<file path="src/rtl/b64sc_pkg.sv">
// Shared types, constants and character tables for the base64 stream codec.
// No dependencies; every other file refers to this package by scoped names.
package b64sc_pkg;

	// Width of the internal message byte counter, saturating.
	localparam int COUNT_WIDTH = 16;
	localparam logic [15:0] CNT_LIM = (COUNT_WIDTH >= 16) ? 16'hFFFF
		: 16'((32'd1 << COUNT_WIDTH) - 32'd1);

	// Depth of the queue between front and back.
	localparam int QDEPTH = 4;
	localparam int QAW    = $clog2(QDEPTH);

	// Result slots per queue entry: three data slots, each with CR and LF, then status.
	localparam int NDATA = 3;
	localparam int NSLOT = 3 * NDATA + 1;

	// Register indexes of the configuration port.
	localparam logic REG_MODE        = 1'b0;
	localparam logic REG_LINE_LENGTH = 1'b1;

	localparam logic MODE_ENCODE = 1'b0;
	localparam logic MODE_DECODE = 1'b1;

	localparam logic [7:0] LINE_LENGTH_RST = 8'd76;

	localparam logic [7:0] CHAR_CR  = 8'h0D;
	localparam logic [7:0] CHAR_LF  = 8'h0A;
	localparam logic [6:0] CHAR_PAD = 7'h3D;

	// Digit codes beyond the 64 legal values.
	localparam logic [6:0] DIG_PAD = 7'd64;
	localparam logic [6:0] DIG_BAD = 7'd65;

	typedef enum logic [1:0] {
		KIND_DATA = 2'd0,
		KIND_END  = 2'd1,
		KIND_ERR  = 2'd2
	} kind_t;

	typedef struct packed {
		logic [7:0] in_byte;
		logic       last;
	} in_item_t;

	typedef struct packed {
		logic [7:0]  out_byte;
		kind_t       kind;
		logic [15:0] count;
		logic        run_end;
	} out_item_t;

	typedef struct packed {
		logic       mode;
		logic [7:0] line_length;
	} cfg_t;

	// One queue entry: the results that one input item causes.
	typedef struct packed {
		logic [NDATA-1:0]       dv;
		logic [NDATA-1:0][7:0]  db;
		logic [NDATA-1:0]       brk;
		logic                   st_v;
		kind_t                  st_kind;
		logic [15:0]            st_count;
	} rec_t;

	// Map a 6-bit group to its alphabet character.
	function automatic logic [7:0] b64_char(input logic [5:0] six);
		logic [7:0] c;
		case (six) inside
			[6'd0:6'd25]:  c = 8'h41 + 8'(six);
			[6'd26:6'd51]: c = 8'h61 + 8'(six - 6'd26);
			[6'd52:6'd61]: c = 8'h30 + 8'(six - 6'd52);
			6'd62:         c = 8'h2B;
			default:       c = 8'h2F;
		endcase
		return c;
	endfunction

	// Map a 7-bit character to its digit, DIG_PAD for '=', DIG_BAD otherwise.
	function automatic logic [6:0] b64_digit(input logic [6:0] c);
		logic [6:0] d;
		case (c) inside
			[7'h41:7'h5A]: d = c - 7'h41;
			[7'h61:7'h7A]: d = c - 7'h61 + 7'd26;
			[7'h30:7'h39]: d = c - 7'h30 + 7'd52;
			7'h2B:         d = 7'd62;
			7'h2F:         d = 7'd63;
			CHAR_PAD:      d = DIG_PAD;
			default:       d = DIG_BAD;
		endcase
		return d;
	endfunction

endpackage

</file>
<file path="src/rtl/b64sc_front.sv">
// Front end of the base64 codec: accepts items, updates message state and
// builds one queue entry per item that causes results. Uses b64sc_pkg.
module b64sc_front (
	input  logic                clk,
	input  logic                arst_n,
	input  b64sc_pkg::cfg_t     cfg,
	input  logic                push,
	input  b64sc_pkg::in_item_t item,
	input  logic                q_full,
	output logic                q_wr,
	output b64sc_pkg::rec_t     rec
);

	logic [15:0] bs_q;
	logic [2:0]  held_q;
	logic [7:0]  lp_q;
	logic [15:0] tot_q;
	logic        disc_q;

	logic [15:0] bs_d;
	logic [2:0]  held_d;
	logic [7:0]  lp_d;
	logic [15:0] tot_d;
	logic        disc_d;

	logic        accept;
	logic [7:0]  b;
	logic        lst;

	// encode path
	logic [15:0] bs_enc;
	logic [3:0]  h_enc;
	logic [3:0]  r1;
	logic [3:0]  r2;
	logic        two;
	logic        flush;
	logic [5:0]  c0;
	logic [5:0]  c1;
	logic [5:0]  cf;
	logic [b64sc_pkg::NDATA-1:0][5:0] six;
	logic [b64sc_pkg::NDATA-1:0]      cv;
	logic [b64sc_pkg::NDATA-1:0]      brk;
	logic [7:0]  lp_w;
	logic [7:0]  p;

	// decode path
	logic        is_crlf;
	logic [6:0]  dig;
	logic [15:0] bs_dec;
	logic [3:0]  h_dec;

	logic [3:0]  ndata;
	logic [16:0] sum;
	logic [15:0] tot_new;
	logic        err;

	assign accept = push && !q_full;
	assign b      = item.in_byte;
	assign lst    = item.last;

	// Split the encode bit store into up to three characters
	always_comb begin
		bs_enc = {bs_q[7:0], b};
		h_enc  = {1'b0, held_q} + 4'd8;
		r1     = h_enc - 4'd6;
		two    = r1 >= 4'd6;
		r2     = two ? (r1 - 4'd6) : r1;
		flush  = lst && (r2 != 4'd0);
		c0     = 6'(bs_enc >> r1);
		c1     = 6'(bs_enc >> (r1 - 4'd6));
		cf     = 6'(bs_enc << (4'd6 - r2));
		six[0] = c0;
		six[1] = two ? c1 : cf;
		six[2] = cf;
		cv[0]  = 1'b1;
		cv[1]  = two || flush;
		cv[2]  = two && flush;
	end

	// Walk the line position over the characters of this item
	always_comb begin
		lp_w = lp_q;
		p    = '0;
		brk  = '0;
		for (int k = 0; k < b64sc_pkg::NDATA; k++) begin
			p = lp_w + 8'd1;
			if (cv[k]) begin
				brk[k] = (cfg.line_length != 8'd0) && (p == cfg.line_length);
				lp_w   = brk[k] ? 8'd0 : p;
			end
		end
	end

	// Decode one character
	always_comb begin
		is_crlf = (b == b64sc_pkg::CHAR_CR) || (b == b64sc_pkg::CHAR_LF);
		dig     = b64sc_pkg::b64_digit(b[6:0]);
		bs_dec  = {bs_q[9:0], dig[5:0]};
		h_dec   = {1'b0, held_q} + 4'd6;
	end

	// Build the queue entry and the next message state
	always_comb begin
		rec    = '0;
		bs_d   = bs_q;
		held_d = held_q;
		lp_d   = lp_q;
		disc_d = disc_q;
		ndata  = '0;
		err    = 1'b0;
		if (disc_q) begin
			// drop input through the last-marked item
		end else if (cfg.mode == b64sc_pkg::MODE_ENCODE) begin
			bs_d   = bs_enc;
			held_d = r2[2:0];
			lp_d   = lp_w;
			for (int k = 0; k < b64sc_pkg::NDATA; k++) begin
				rec.dv[k]  = cv[k];
				rec.db[k]  = b64sc_pkg::b64_char(six[k]);
				rec.brk[k] = brk[k];
				ndata      = ndata + (cv[k] ? 4'd1 : 4'd0) + (brk[k] ? 4'd2 : 4'd0);
			end
		end else if (!is_crlf) begin
			if (dig == b64sc_pkg::DIG_BAD) begin
				err          = 1'b1;
				rec.st_v     = 1'b1;
				rec.st_kind  = b64sc_pkg::KIND_ERR;
				disc_d       = !lst;
			end else if (dig != b64sc_pkg::DIG_PAD) begin
				bs_d = bs_dec;
				if (h_dec >= 4'd8) begin
					rec.dv[0] = 1'b1;
					rec.db[0] = 8'(bs_dec >> (h_dec - 4'd8));
					held_d    = 3'(h_dec - 4'd8);
					ndata     = 4'd1;
				end else begin
					held_d = h_dec[2:0];
				end
			end
		end

		sum     = {1'b0, tot_q} + 17'(ndata);
		tot_new = (sum > {1'b0, b64sc_pkg::CNT_LIM}) ? b64sc_pkg::CNT_LIM : sum[15:0];
		tot_d   = disc_q ? tot_q : tot_new;

		if (disc_q) begin
			if (lst) begin
				disc_d = 1'b0;
			end
		end else if (lst && !err) begin
			rec.st_v     = 1'b1;
			rec.st_kind  = b64sc_pkg::KIND_END;
			rec.st_count = tot_new;
		end

		// clear the message state once the message is over
		if (lst) begin
			bs_d   = '0;
			held_d = '0;
			lp_d   = '0;
			tot_d  = '0;
		end
	end

	assign q_wr = accept && ((|rec.dv) || rec.st_v);

	// Advance message state on each accepted item
	always_ff @(posedge clk or negedge arst_n) begin
		if (!arst_n) begin
			bs_q   <= '0;
			held_q <= '0;
			lp_q   <= '0;
			tot_q  <= '0;
			disc_q <= 1'b0;
		end else if (accept) begin
			bs_q   <= bs_d;
			held_q <= held_d;
			lp_q   <= lp_d;
			tot_q  <= tot_d;
			disc_q <= disc_d;
		end
	end

endmodule

</file>
<file path="src/rtl/b64sc_queue.sv">
// Short queue of result entries between the front and the back of the codec.
// Uses b64sc_pkg for the entry type and depth.
module b64sc_queue (
	input  logic            clk,
	input  logic            arst_n,
	input  logic            wr,
	input  b64sc_pkg::rec_t wr_data,
	output logic            full,
	input  logic            rd,
	output b64sc_pkg::rec_t rd_data,
	output logic            empty
);

	b64sc_pkg::rec_t mem_q [b64sc_pkg::QDEPTH];

	logic [b64sc_pkg::QAW-1:0] wp_q;
	logic [b64sc_pkg::QAW-1:0] rp_q;
	logic [b64sc_pkg::QAW:0]   cnt_q;
	logic                      do_wr;
	logic                      do_rd;

	assign full    = (cnt_q == (b64sc_pkg::QAW+1)'(b64sc_pkg::QDEPTH));
	assign empty   = (cnt_q == '0);
	assign do_wr   = wr && !full;
	assign do_rd   = rd && !empty;
	assign rd_data = mem_q[rp_q];

	// Store entries
	always_ff @(posedge clk) begin
		if (do_wr) begin
			mem_q[wp_q] <= wr_data;
		end
	end

	// Advance pointers and fill count
	always_ff @(posedge clk or negedge arst_n) begin
		if (!arst_n) begin
			wp_q  <= '0;
			rp_q  <= '0;
			cnt_q <= '0;
		end else begin
			if (do_wr) begin
				wp_q <= wp_q + 1'b1;
			end
			if (do_rd) begin
				rp_q <= rp_q + 1'b1;
			end
			if (do_wr && !do_rd) begin
				cnt_q <= cnt_q + 1'b1;
			end else if (do_rd && !do_wr) begin
				cnt_q <= cnt_q - 1'b1;
			end
		end
	end

endmodule

</file>
<file path="src/rtl/b64sc_back.sv">
// Back end of the base64 codec: expands each queue entry into result items,
// one per cycle into an output register while it is empty or popped. Uses b64sc_pkg.
module b64sc_back (
	input  logic                 clk,
	input  logic                 arst_n,
	input  b64sc_pkg::rec_t      head,
	input  logic                 q_empty,
	output logic                 q_rd,
	output b64sc_pkg::out_item_t result,
	output logic                 empty,
	input  logic                 pop
);

	logic [b64sc_pkg::NSLOT-1:0] done_q;
	logic [b64sc_pkg::NSLOT-1:0] pres;
	logic [b64sc_pkg::NSLOT-1:0] rem;
	logic [b64sc_pkg::NSLOT-1:0] sel;
	logic                        last_sel;
	logic                        go;
	logic                        ov_q;
	b64sc_pkg::out_item_t        res_q;
	b64sc_pkg::out_item_t        res_d;

	// Mark the slots this entry fills
	always_comb begin
		pres = '0;
		for (int k = 0; k < b64sc_pkg::NDATA; k++) begin
			pres[3*k]   = head.dv[k];
			pres[3*k+1] = head.dv[k] && head.brk[k];
			pres[3*k+2] = head.dv[k] && head.brk[k];
		end
		pres[b64sc_pkg::NSLOT-1] = head.st_v;
	end

	// Pick the lowest slot not yet sent
	assign rem      = pres & ~done_q;
	assign sel      = rem & (~rem + 1'b1);
	assign last_sel = ((rem & ~sel) == '0);
	assign go       = !q_empty && (!ov_q || pop);
	assign q_rd     = go && last_sel;

	// Build the result for the chosen slot
	always_comb begin
		res_d          = '0;
		res_d.kind     = b64sc_pkg::KIND_DATA;
		res_d.run_end  = last_sel;
		for (int k = 0; k < b64sc_pkg::NDATA; k++) begin
			if (sel[3*k]) begin
				res_d.out_byte = head.db[k];
			end
			if (sel[3*k+1]) begin
				res_d.out_byte = b64sc_pkg::CHAR_CR;
			end
			if (sel[3*k+2]) begin
				res_d.out_byte = b64sc_pkg::CHAR_LF;
			end
		end
		if (sel[b64sc_pkg::NSLOT-1]) begin
			res_d.kind  = head.st_kind;
			res_d.count = head.st_count;
		end
	end

	// Hold the result until popped; track slots sent
	always_ff @(posedge clk or negedge arst_n) begin
		if (!arst_n) begin
			ov_q   <= 1'b0;
			done_q <= '0;
		end else if (go) begin
			ov_q   <= 1'b1;
			done_q <= last_sel ? '0 : (done_q | sel);
		end else if (pop) begin
			ov_q <= 1'b0;
		end
	end

	always_ff @(posedge clk) begin
		if (go) begin
			res_q <= res_d;
		end
	end

	assign result = res_q;
	assign empty  = !ov_q;

endmodule

</file>
<file path="src/rtl/base64_stream_codec_unit.sv">
// Base64 stream codec, top level. With queue and output idle, an accepted item is first
// written into the queue, then its first result is registered into the output register.
// Throughput: one item accepted per cycle while the four-entry queue has room; the back end
// sends one result per cycle while its output is empty or popped. An item gives about 1.33
// results per byte plus CR LF when encoding, at most one per character when decoding, plus status.
// Reset (arst_n low) empties queue and output, sets mode encode, line_length 76, clears state.
module base64_stream_codec_unit (
	input  logic                 clk,
	input  logic                 arst_n,
	input  logic                 push,
	output logic                 full,
	input  b64sc_pkg::in_item_t  item,
	output logic                 empty,
	input  logic                 pop,
	output b64sc_pkg::out_item_t result,
	input  logic                 cfg_valid,
	output logic                 cfg_ready,
	input  logic                 cfg_index,
	input  logic [7:0]           cfg_data
);

	b64sc_pkg::cfg_t cfg_q;
	b64sc_pkg::rec_t wr_rec;
	b64sc_pkg::rec_t head;
	logic            q_wr;
	logic            q_rd;
	logic            q_full;
	logic            q_empty;

	assign cfg_ready = 1'b1;
	assign full      = q_full;

	// Write configuration registers
	always_ff @(posedge clk or negedge arst_n) begin
		if (!arst_n) begin
			cfg_q.mode        <= b64sc_pkg::MODE_ENCODE;
			cfg_q.line_length <= b64sc_pkg::LINE_LENGTH_RST;
		end else if (cfg_valid && cfg_ready) begin
			case (cfg_index)
				b64sc_pkg::REG_MODE:        cfg_q.mode        <= cfg_data[0];
				b64sc_pkg::REG_LINE_LENGTH: cfg_q.line_length <= cfg_data;
				default: ;
			endcase
		end
	end

	b64sc_front u_front (
		.clk    (clk),
		.arst_n (arst_n),
		.cfg    (cfg_q),
		.push   (push),
		.item   (item),
		.q_full (q_full),
		.q_wr   (q_wr),
		.rec    (wr_rec)
	);

	b64sc_queue u_queue (
		.clk     (clk),
		.arst_n  (arst_n),
		.wr      (q_wr),
		.wr_data (wr_rec),
		.full    (q_full),
		.rd      (q_rd),
		.rd_data (head),
		.empty   (q_empty)
	);

	b64sc_back u_back (
		.clk     (clk),
		.arst_n  (arst_n),
		.head    (head),
		.q_empty (q_empty),
		.q_rd    (q_rd),
		.result  (result),
		.empty   (empty),
		.pop     (pop)
	);

endmodule

</file>
<file path="config.mk">
export PLATFORM = sky130hd
export DESIGN_NAME = base64_stream_codec_unit
export DESIGN_NICKNAME = d
export VERILOG_FILES = /design/src/rtl/b64sc_pkg.sv /design/src/rtl/b64sc_front.sv /design/src/rtl/b64sc_queue.sv /design/src/rtl/b64sc_back.sv /design/src/rtl/base64_stream_codec_unit.sv
export SDC_FILE = /design/constraint.sdc
export NUM_CORES = 1
export LEC_CHECK = 0
export ABC_AREA = 1
export BUFFER_PORTS_ARGS = -buffer_cell sky130_fd_sc_hd__buf_2
export CAP_MARGIN = 10
export CORE_ASPECT_RATIO = 1.25
export CORE_UTILIZATION = 55
export CTS_BUF_LIST = sky130_fd_sc_hd__clkbuf_2
export DETAILED_ROUTE_END_ITERATION = 16
export HOLD_SLACK_MARGIN = 0.15
export PLACE_DENSITY = 0.79
export SYNTH_ARGS = -nofsm -noshare
export SYNTH_HDL_FRONTEND = slang
export SYNTH_SLANG_ARGS = --single-unit
</file>
<file path="constraint.sdc">
create_clock -name clk -period 14.3 [get_ports clk]
set_input_delay 0.715 -clock clk [delete_from_list [all_inputs] [get_ports clk]]
set_output_delay 0.715 -clock clk [all_outputs]
set_load 0.01 [all_outputs]
</file>
# ---- Word-level counts from Yosys, hierarchy flattened
# Memories as Yosys holds them, arrays and structs flattened.
# Index checks and enable logic that the tools add are counted.
dict set report totals {
  ff_bits 92
  mem_bits_rw 196
  out_inout_bits 30
  memories 1
}
# memory words width read_ports rd_clocked_by_memory_dff write_ports line
set memory_table {}
lappend memory_table {u_queue.mem_q 4 49 1 0 1 b64sc_queue.sv:14} ;# b64sc_pkg::rec_t mem_q [b64sc_pkg::QDEPTH];
dict set report op_classes {
  add_sub_neg 40
  n_lt_le_gt_ge 27
  eq_ne 19
  shifts 4
  muxes 101
  bitwise_logic 8
  reduce_logical 53
}
# cell count
set ops {}
lappend ops {{8-bit 2-to-1 mux} 29}
lappend ops {{10-bit 2-to-1 mux} 7}
lappend ops {{16-bit 2-to-1 mux} 4}
lappend ops {{3-bit 2-to-1 mux} 17}
lappend ops {{19-bit 2-to-1 mux} 2}
lappend ops {{6-bit <= comparator (second input constant)} 6}
lappend ops {{7-bit 2-to-1 mux} 5}
lappend ops {{33-bit 2-to-1 mux} 1}
lappend ops {{16-bit by 4-bit right shift with 6-bit output} 2}
lappend ops {{10-bit bitwise AND} 3}
lappend ops {{10-bit NOT} 3}
lappend ops {{1-bit logical AND} 29}
lappend ops {{1-bit 2-to-1 mux} 25}
lappend ops {{6-bit by 8-bit adder with 8-bit output (first input constant)} 3}
lappend ops {{7-bit by 6-bit adder with 8-bit output (first input constant)} 3}
lappend ops {{7-bit by 8-bit adder with 8-bit output (first input constant)} 3}
lappend ops {{8-bit by 1-bit adder with 8-bit output (second input constant)} 3}
lappend ops {{8-bit == test} 3}
lappend ops {{4-bit 2-to-1 mux} 6}
lappend ops {{7-bit by 6-bit == test with 1-bit output (second input constant)} 3}
lappend ops {{6-bit by 5-bit subtractor with 7-bit output (second input constant)} 3}
lappend ops {{6-bit by 6-bit subtractor with 7-bit output (second input constant)} 3}
lappend ops {{6-bit == test (second input constant)} 3}
lappend ops {{6-bit by 1-bit >= comparator with 1-bit output (second input constant)} 3}
lappend ops {{other kinds (51)} 83}

# ---- Depth between registers and ports, before layout
# Gate-level depths: netlist (run 1).
dict set report depth {
  word_depth 29
  mapped_depth 62
}

# ---- Modules after synthesis
# A second synthesis (run 1) with hierarchy kept.
dict set report unflattened {
  cells_unflattened 2100
  area_unflattened_um2 17471.8
}
# mod n_inst cells_each area_each_um2 seq_area_each_um2
set by_module_without_submodules {}
lappend by_module_without_submodules {b64sc_queue 1 633 8177.8 6060.8}
lappend by_module_without_submodules {b64sc_front 1 1200 6990.5 875.8}
lappend by_module_without_submodules {b64sc_back 1 224 1923.1 1086.0}
lappend by_module_without_submodules {base64_stream_codec_unit 1 43 380.4 229.0}

# ---- Worst setup path before layout (run 1)
# OpenSTA, ideal clock, no wires.
dict set report synth_timing {
  kind {reg2reg}
  from {register u_front.lp_q[0]}
  to {memory u_queue.mem_q[0][10] (netlist bit) (data pin)}
  setup_ns 0.167
  arrival_time_ns 7.320
  required_ns 14.133
  setup_slack_ns 6.812
  path_stages_with_launch 60
  n_path_buf 2
  synth_period_minus_slack_ns 7.488
  path_cell_list {dfrtp_1 ha_1 inv_1 nand2_1 nand2_1 nor2_1 nand2_1 nor2_1 nand3_1 nor2_1 nand3_2 buf_6 nand2_2 inv_1 ha_1 xnor2_1 nand3_1 nor2_1 [... 24 more ...] ha_1 nand2_1 o21ai_0 nand2_1 nor2_1 inv_1 nor2_1 inv_1 nor2_1 nand2_1 nor2_1 inv_1 nor3_1 nand3_1 nor2_1 clkbuf_1 a21oi_1 nor2_1}
}
# item line
set synth_rtl {}
lappend synth_rtl {{from (decl)} b64sc_front.sv:16} ;# logic [7:0] lp_q;
lappend synth_rtl {{from (signal assigned)} b64sc_front.sv:178} ;# lp_q <= lp_d;
lappend synth_rtl {{to (decl)} b64sc_queue.sv:14}

==> results.sh, run 1 <==
export IMPL_setup_viol=0
export IMPL_yosys_register_bits=285
export IMPL_cts_setup_buffers=0
export IMPL_clock_skew_ns=0.1003
export IMPL_final_cells=2437
export IMPL_grt_max_degree=91
export IMPL_synth_main_ff_cell="edfxtp_1"
export IMPL_final_common_cell="nand2_1"
export IMPL_cts_resized=0
export IMPL_dr_total_vias=14025
export IMPL_hold_ws_ns=0.2434
export IMPL_cp_end_kind="flop"
export IMPL_power_density_nw_per_um2=244.8
export IMPL_syn_inst=1907
export IMPL_syn_area_um2=16450
export IMPL_drt_wl_total_um=40470
export IMPL_gp_congestion=0.9535
export IMPL_fin_crit_sh_pct=63.60
export IMPL_clkSlewWorstSetupHoldPaths_ns=0.11
export IMPL_cts_inserted_buffers=68
export IMPL_dp_final_hpwl_um=27160
export IMPL_antenna_left=0
export IMPL_slew_headroom_pct=31.61
export IMPL_synth_seq_area_share_pct=50.16
export IMPL_postSynthAreaPerCell_um2=8.627
export IMPL_clk_latency_ns=0.92
export IMPL_reg2reg_depth=59
export IMPL_firstDrtPassIters=7
export IMPL_holdPathStages=3
export IMPL_slowest_stage="nor2_1"
export IMPL_most_common_layout_cells="411 x nand2_1, 223 x edfxtp_1, 217 x nor2_1"
export IMPL_vias_per_cell=5.755
export IMPL_grt_pass1_vias=13438
export IMPL_arrival_ns=9.80
export IMPL_max_cap_violations=0
export IMPL_drive_gt1_share_pct=11.91
export IMPL_grt_setup_unrepaired="no"
export IMPL_port_buffers=51
export IMPL_synth_nets=2002
export IMPL_clockBufferDepth=3
export IMPL_hp_class="in2reg"
export IMPL_nFillCells=2539
export IMPL_min_period_ns=9.094
export IMPL_ys_warn_count=0
export IMPL_drc_errors=0
export IMPL_critPathKind="reg2reg"
export IMPL_grt_usage_pct=26.97
export IMPL_rows=70
export IMPL_slew_viol_final=0
export IMPL_antenna_found_initial=1
export IMPL_slowest_delay_ns=0.75
export IMPL_initial_utilization_pct=56.07
export IMPL_p_leak_nw=7.623
export IMPL_ys_types=58
export IMPL_grt_overflow_total=0
export IMPL_p_total_w=0.004374
export IMPL_tritoncts="yes"
export IMPL_critPathLaunchType="flop"
export IMPL_grt_pass1_wl_um=65010
export IMPL_area_delta_synth_final_pct=8.594
export IMPL_die_width_um=156.7
export IMPL_crit_required_ns=15.00
export IMPL_ir_drop_uv=127.2
export IMPL_die_area_um2=30610
export IMPL_hold_viol_final=0
export IMPL_fp_dieH_um=195.4
export IMPL_async_reset_ff_share_pct=21.75
export IMPL_wire_per_inst_um=16.61
export IMPL_hold_buffers=13
export IMPL_clock_sinks=285
export IMPL_nets=2082
export IMPL_status="finished, final reports clean"
export IMPL_dr_first_iter_drc_count=1158
export IMPL_tightest_slew_ns=1.019
export IMPL_clock_fmax_ghz=0.1100
export IMPL_synth_edff_count=223
export IMPL_core_area_um2=29340
export IMPL_dp_cells=2300
export IMPL_cts_root_buf="clkbuf_2"
export IMPL_fin_setup_tns_ns=0
export IMPL_io_pins=53
export IMPL_cp_max_fo=16
export IMPL_htree_num_levels=3
## metal layers
layer	up-vias	wire length (um)	GRT usage, %
li1	6740	-	-
met1	6583	16390	32.50
met2	588	19900	46.61
met3	114	2673	4.305
met4	0	1509	13.40
met5	-	0	0
## registers in the layout, summed over array words and instances (netlist names), 3 cells and up
| signal | count |
|---|---|
| u_back.done_q | 10 |
| u_queue.cnt_q | 3 |
| u_front.lp_q | 8 |
| u_front.tot_q | 16 |
| u_back.result | 27 |
| cfg_q | 9 |
| u_queue.mem_q | 196 |
| u_front.bs_q | 8 |
## kinds of logic after synthesis
group | share of synthesized area [%]
compound gates | 15.42
buf+inv | 6.472
other cells | 0.02279
fa+ha+maj | 5.613
simple gates | 20.34
xor+xnor | 1.970
flops | 50.16
## power breakdown
| part | switching [W] | total (W) | internal, W |
|---|---|---|---|
| registers | 0.0000871 | 0.00129 | 0.00121 |
| clock network | 0.000325 | 0.000551 | 0.000226 |
| logic | 0.00175 | 0.00253 | 0.000776 |
| total | 0.00216 | 0.00437 | 0.00221 |
## worst max-delay path, delay by kind of cell (launching register included)
family	cells	cell delay [ns]
DFF	1	0.43
buffers and inverters	8	0.51
and+or+nand+nor	40	5.00
adders and majority gates	7	2.19
AOI/OAI and AO/OA	4	0.73
## metrics by stage
step	util (%)	setup slack, ns	instance area [um^2]
floorplan	-	6.812	16450
global placement	58.19	5.669	17070
detailed placement	58.19	5.396	17070
CTS	60.88	5.311	17860
global route	60.89	4.120	17870
finish	60.89	5.206	17870
## path summary, 6_finish.rpt
path / startpoint / endpoint / slack [ns]
setup / recovery: u_front.lp_q[0] / u_queue.mem_q[0][8] / 5.21
hold / removal: item[5] / u_front.bs_q[4] / 0.24
setup reg to reg: u_front.lp_q[0] / u_queue.mem_q[0][8] / 5.21
hold reg to reg: u_back.done_q[1] / u_back.done_q[1] / 0.51
max in group asynchronous: arst_n / u_front.bs_q[1] / 13.11
min in group asynchronous: arst_n / u_front.tot_q[1] / 0.54
## cell usage after synthesis, drive strengths merged (2+ instances only)
master | instances | area share [%]
or2 | 10 | 0.38
o31ai | 3 | 0.14
nand4 | 16 | 0.65
a32o | 4 | 0.24
inv | 206 | 4.7
nor4 | 2 | 0.076
nand3b | 4 | 0.18
xnor2 | 14 | 0.75
a21oi | 138 | 4.2
o221ai | 8 | 0.43
nor3 | 25 | 0.79
o2111ai | 2 | 0.11
buf | 14 | 0.47
a211oi | 5 | 0.23
a221oi | 24 | 1.3
edfxtp | 223 | 41
clkbuf | 54 | 1.2
a211o | 2 | 0.11
xor2 | 23 | 1.2
o21a | 2 | 0.091
a31oi | 7 | 0.27
nand2 | 426 | 10
ha | 69 | 5.2
a22oi | 5 | 0.23
fa | 3 | 0.37
dfstp | 3 | 0.48
clkinv | 3 | 0.068
o211ai | 20 | 0.91
nand3 | 86 | 2.8
o22ai | 37 | 1.4
a311oi | 3 | 0.16
a21boi | 2 | 0.091
dfrtp | 59 | 9.0
o21ai | 162 | 5.0
nor2 | 231 | 5.5
a221o | 3 | 0.18
## area by class of cell
class                   count  area (um^2)  area share (%)
clock inverters            23        158.9          0.8894
well taps                 396        495.5           2.773
multi-input cells        1345         7181           40.19
diodes                      1        2.502         0.01401
inverters                 209        784.5           4.391
repair buffers             78        490.5           2.745
flip-flops and latches    285         8253           46.19
clock buffers             100        500.5           2.801
(Power assumes the default switching activity.)
==> run 2: changes to the inputs <==
--- a/config.mk
+++ b/config.mk
@@ -13,7 +13,7 @@
 export CTS_BUF_LIST = sky130_fd_sc_hd__clkbuf_2
 export DETAILED_ROUTE_END_ITERATION = 16
 export HOLD_SLACK_MARGIN = 0.15
-export PLACE_DENSITY = 0.79
+export PLACE_DENSITY = 0.82
 export SYNTH_ARGS = -nofsm -noshare
 export SYNTH_HDL_FRONTEND = slang
 export SYNTH_SLANG_ARGS = --single-unit
==> constraint.sdc (replaced) <==
create_clock -name clk -period 8.2 [get_ports clk]
set_input_delay 0.41 -clock clk [delete_from_list [all_inputs] [get_ports clk]]
set_output_delay 0.41 -clock clk [all_outputs]
set_load 0.01 [all_outputs]
==> run 2 against run 1 <==
  * Worst setup slack worse by 4.9 ns
  * Fmax is 15% higher
  * Clock power is 69% higher
  * Cell area up 2.8%
  * Sequential power grew 74%
  * Largest cell class unchanged
  * Highest routed layer unchanged
==> results.sh, run 2 (synthesis results as in run 1) <==
export IMPL_slew_headroom_pct=24.45
export IMPL_crit_required_ns=8.86
export IMPL_slowest_delay_ns=0.57
export IMPL_drc_errors=0
export IMPL_cts_inserted_buffers=66
export IMPL_drive_gt1_share_pct=14.91
export IMPL_largest_reg_flops=196
export IMPL_cp_max_fo=7
export IMPL_setup_viol=0
export IMPL_htree_num_levels=3
export IMPL_tritoncts="yes"
export IMPL_antenna_found_initial=1
export IMPL_fp_dieH_um=195.4
export IMPL_firstDrtPassIters=6
export IMPL_design_area_um2=18360
export IMPL_critPathLaunchType="flop"
export IMPL_grt_overflow_total=0
export IMPL_gp_congestion=0.9536
export IMPL_tightest_slew_ns=1.129
export IMPL_r2r_start="u_front.lp_q[0]"
export IMPL_pre_cts_slack_ns=-0.03888
export IMPL_ir_drop_uv=189.1
export IMPL_port_buffers=51
export IMPL_vias_per_cell=5.732
export IMPL_holdPathStages=3
export IMPL_path_common_cell="nand2_1"
export IMPL_most_common_layout_cells="403 x nand2_1, 223 x edfxtp_1, 196 x nor2_1"
export IMPL_initial_utilization_pct=56.07
export IMPL_cp_end_kind="flop"
export IMPL_grt_pass1_wl_um=65860
export IMPL_slew_viol_final=0
export IMPL_area_delta_synth_final_pct=11.59
export IMPL_hold_viol_final=0
export IMPL_die_area_um2=30610
export IMPL_clkSlewWorstSetupHoldPaths_ns=0.10
export IMPL_dp_final_hpwl_um=27790
export IMPL_nets=2110
export IMPL_clock_skew_ns=0.1037
export IMPL_grt_usage_pct=27.50
export IMPL_hold_path_startpoint="cfg_index"
export IMPL_dr_first_iter_drc_count=1235
export IMPL_dp_cells=2305
export IMPL_dpl_cell_area_um2=17110
export IMPL_multi_input_comb_area_um2=7425
export IMPL_dr_total_vias=14117
export IMPL_clockBufferDepth=3
export IMPL_p_leak_nw=7.765
export IMPL_drt_wl_total_um=41910
export IMPL_grt_max_degree=95
export IMPL_slowest_stage="fa_1"
export IMPL_clock_fmax_ghz=0.1268
export IMPL_clock_sinks=285
export IMPL_regMostFlops="u_queue.mem_q"
export IMPL_seqCellArea_um2=8254
export IMPL_final_common_cell="nand2_1"
export IMPL_core_area_um2=29340
export IMPL_min_period_ns=7.884
export IMPL_wire_per_inst_um=17.02
export IMPL_status="finished, final reports clean"
export IMPL_final_cells=2463
export IMPL_reg2reg_depth=57
export IMPL_grt_pass1_vias=13514
export IMPL_io_pins=53
export IMPL_clk_latency_ns=0.88
export IMPL_fin_ws_ns=0.3155
export IMPL_rows=70
export IMPL_critPathKind="reg2reg"
export IMPL_cts_root_buf="clkbuf_2"
export IMPL_hp_class="in2reg"
export IMPL_nFillCells=2415
export IMPL_power_density_nw_per_um2=421.8
export IMPL_p_total_w=0.007743
export IMPL_antenna_left=0
export IMPL_max_cap_violations=0
export IMPL_die_width_um=156.7
export IMPL_fin_setup_tns_ns=0
export IMPL_fin_crit_sh_pct=96.15
export IMPL_crit_path_start="u_front.lp_q[0]"
export IMPL_arrival_ns=8.54
## run 2: cell types whose count changed in the layout (fill, tap and decap cells not counted), moves of 4 or more
cell and delta:
nor2_2 +15, clkbuf_2 -4, nand3_1 -4, ha_1 -5, nand2_4 +4, nor2_4 +6, nor2_1 -21, nand2_1 -8
ha_4 +4, inv_2 +4, dlygate4sd3_1 +12, buf_4 +15, inv_1 -6, nand2_2 +4
## run 2: worst max-delay path: cells and delay by family (launching register included)
kind                     cells  cell delay [ns]
flip-flops                   1             0.42
AO/OA/AOI/OAI                2             0.40
buffers and inverters       11             0.81
XOR/XNOR                     1             0.14
adder cells (fa/ha/maj)      6             1.91
AND/OR/NAND/NOR             37             3.98
## run 2: path summary, 6_finish.rpt
kind	endpoint	slack [ns]
hold reg to reg	u_back.done_q[5]	0.51
setup / recovery	u_queue.mem_q[3][2]	0.32
hold / removal	cfg_q[1]	0.24
setup reg to reg	u_queue.mem_q[3][2]	0.32
max in group asynchronous	u_front.lp_q[0]	7.28
min in group asynchronous	u_front.lp_q[7]	0.26
## run 2: area by class of cell
class	instances	share of cell area, %
Multi-Input combinational cell	1345	40.44
Inverter	209	4.287
Tap cell	396	2.699
Sequential cell	285	44.96
Clock buffer	96	2.617
Clock inverter	23	0.8587
Antenna cell	1	0.01363
Timing Repair Buffer	108	4.123
## run 2: report_power, final
| part | internal [W] | leakage (nW) | switching [W] |
|---|---|---|---|
| Combinational | 0.00142 | 4.39 | 0.00314 |
| Clock | 0.000382 | 0.474 | 0.000549 |
| Sequential | 0.00211 | 2.90 | 0.000142 |
| Total | 0.00391 | 7.77 | 0.00383 |
## run 2: layer usage
metal | part of all wire, % | global-route usage (%)
met1 | 39 | 33.75
met2 | 51 | 48.07
met3 | 6.5 | 4.305
met4 | 2.9 | 11.07
met5 | 0 | 0
## run 2: per-stage QoR
stage,hold slack [ns],util (%)
6_report,0.2393,62.57
5_1_grt,0.2121,62.57
4_1_cts,0.1542,61.36
3_5_place_dp,0.4830,58.32
3_3_place_gp,0.4832,58.32
2_1_floorplan,0.1144,-
## run 2: timing repair
action | in CTS | in global routing
endpoints found under the hold margin | 89 | 0
endpoints found under the setup margin | 48 | 80
resized for setup | 2 | 71
hold buffers | 25 | 0
setup buffers | 0 | 13
pin swaps | 0 | 43
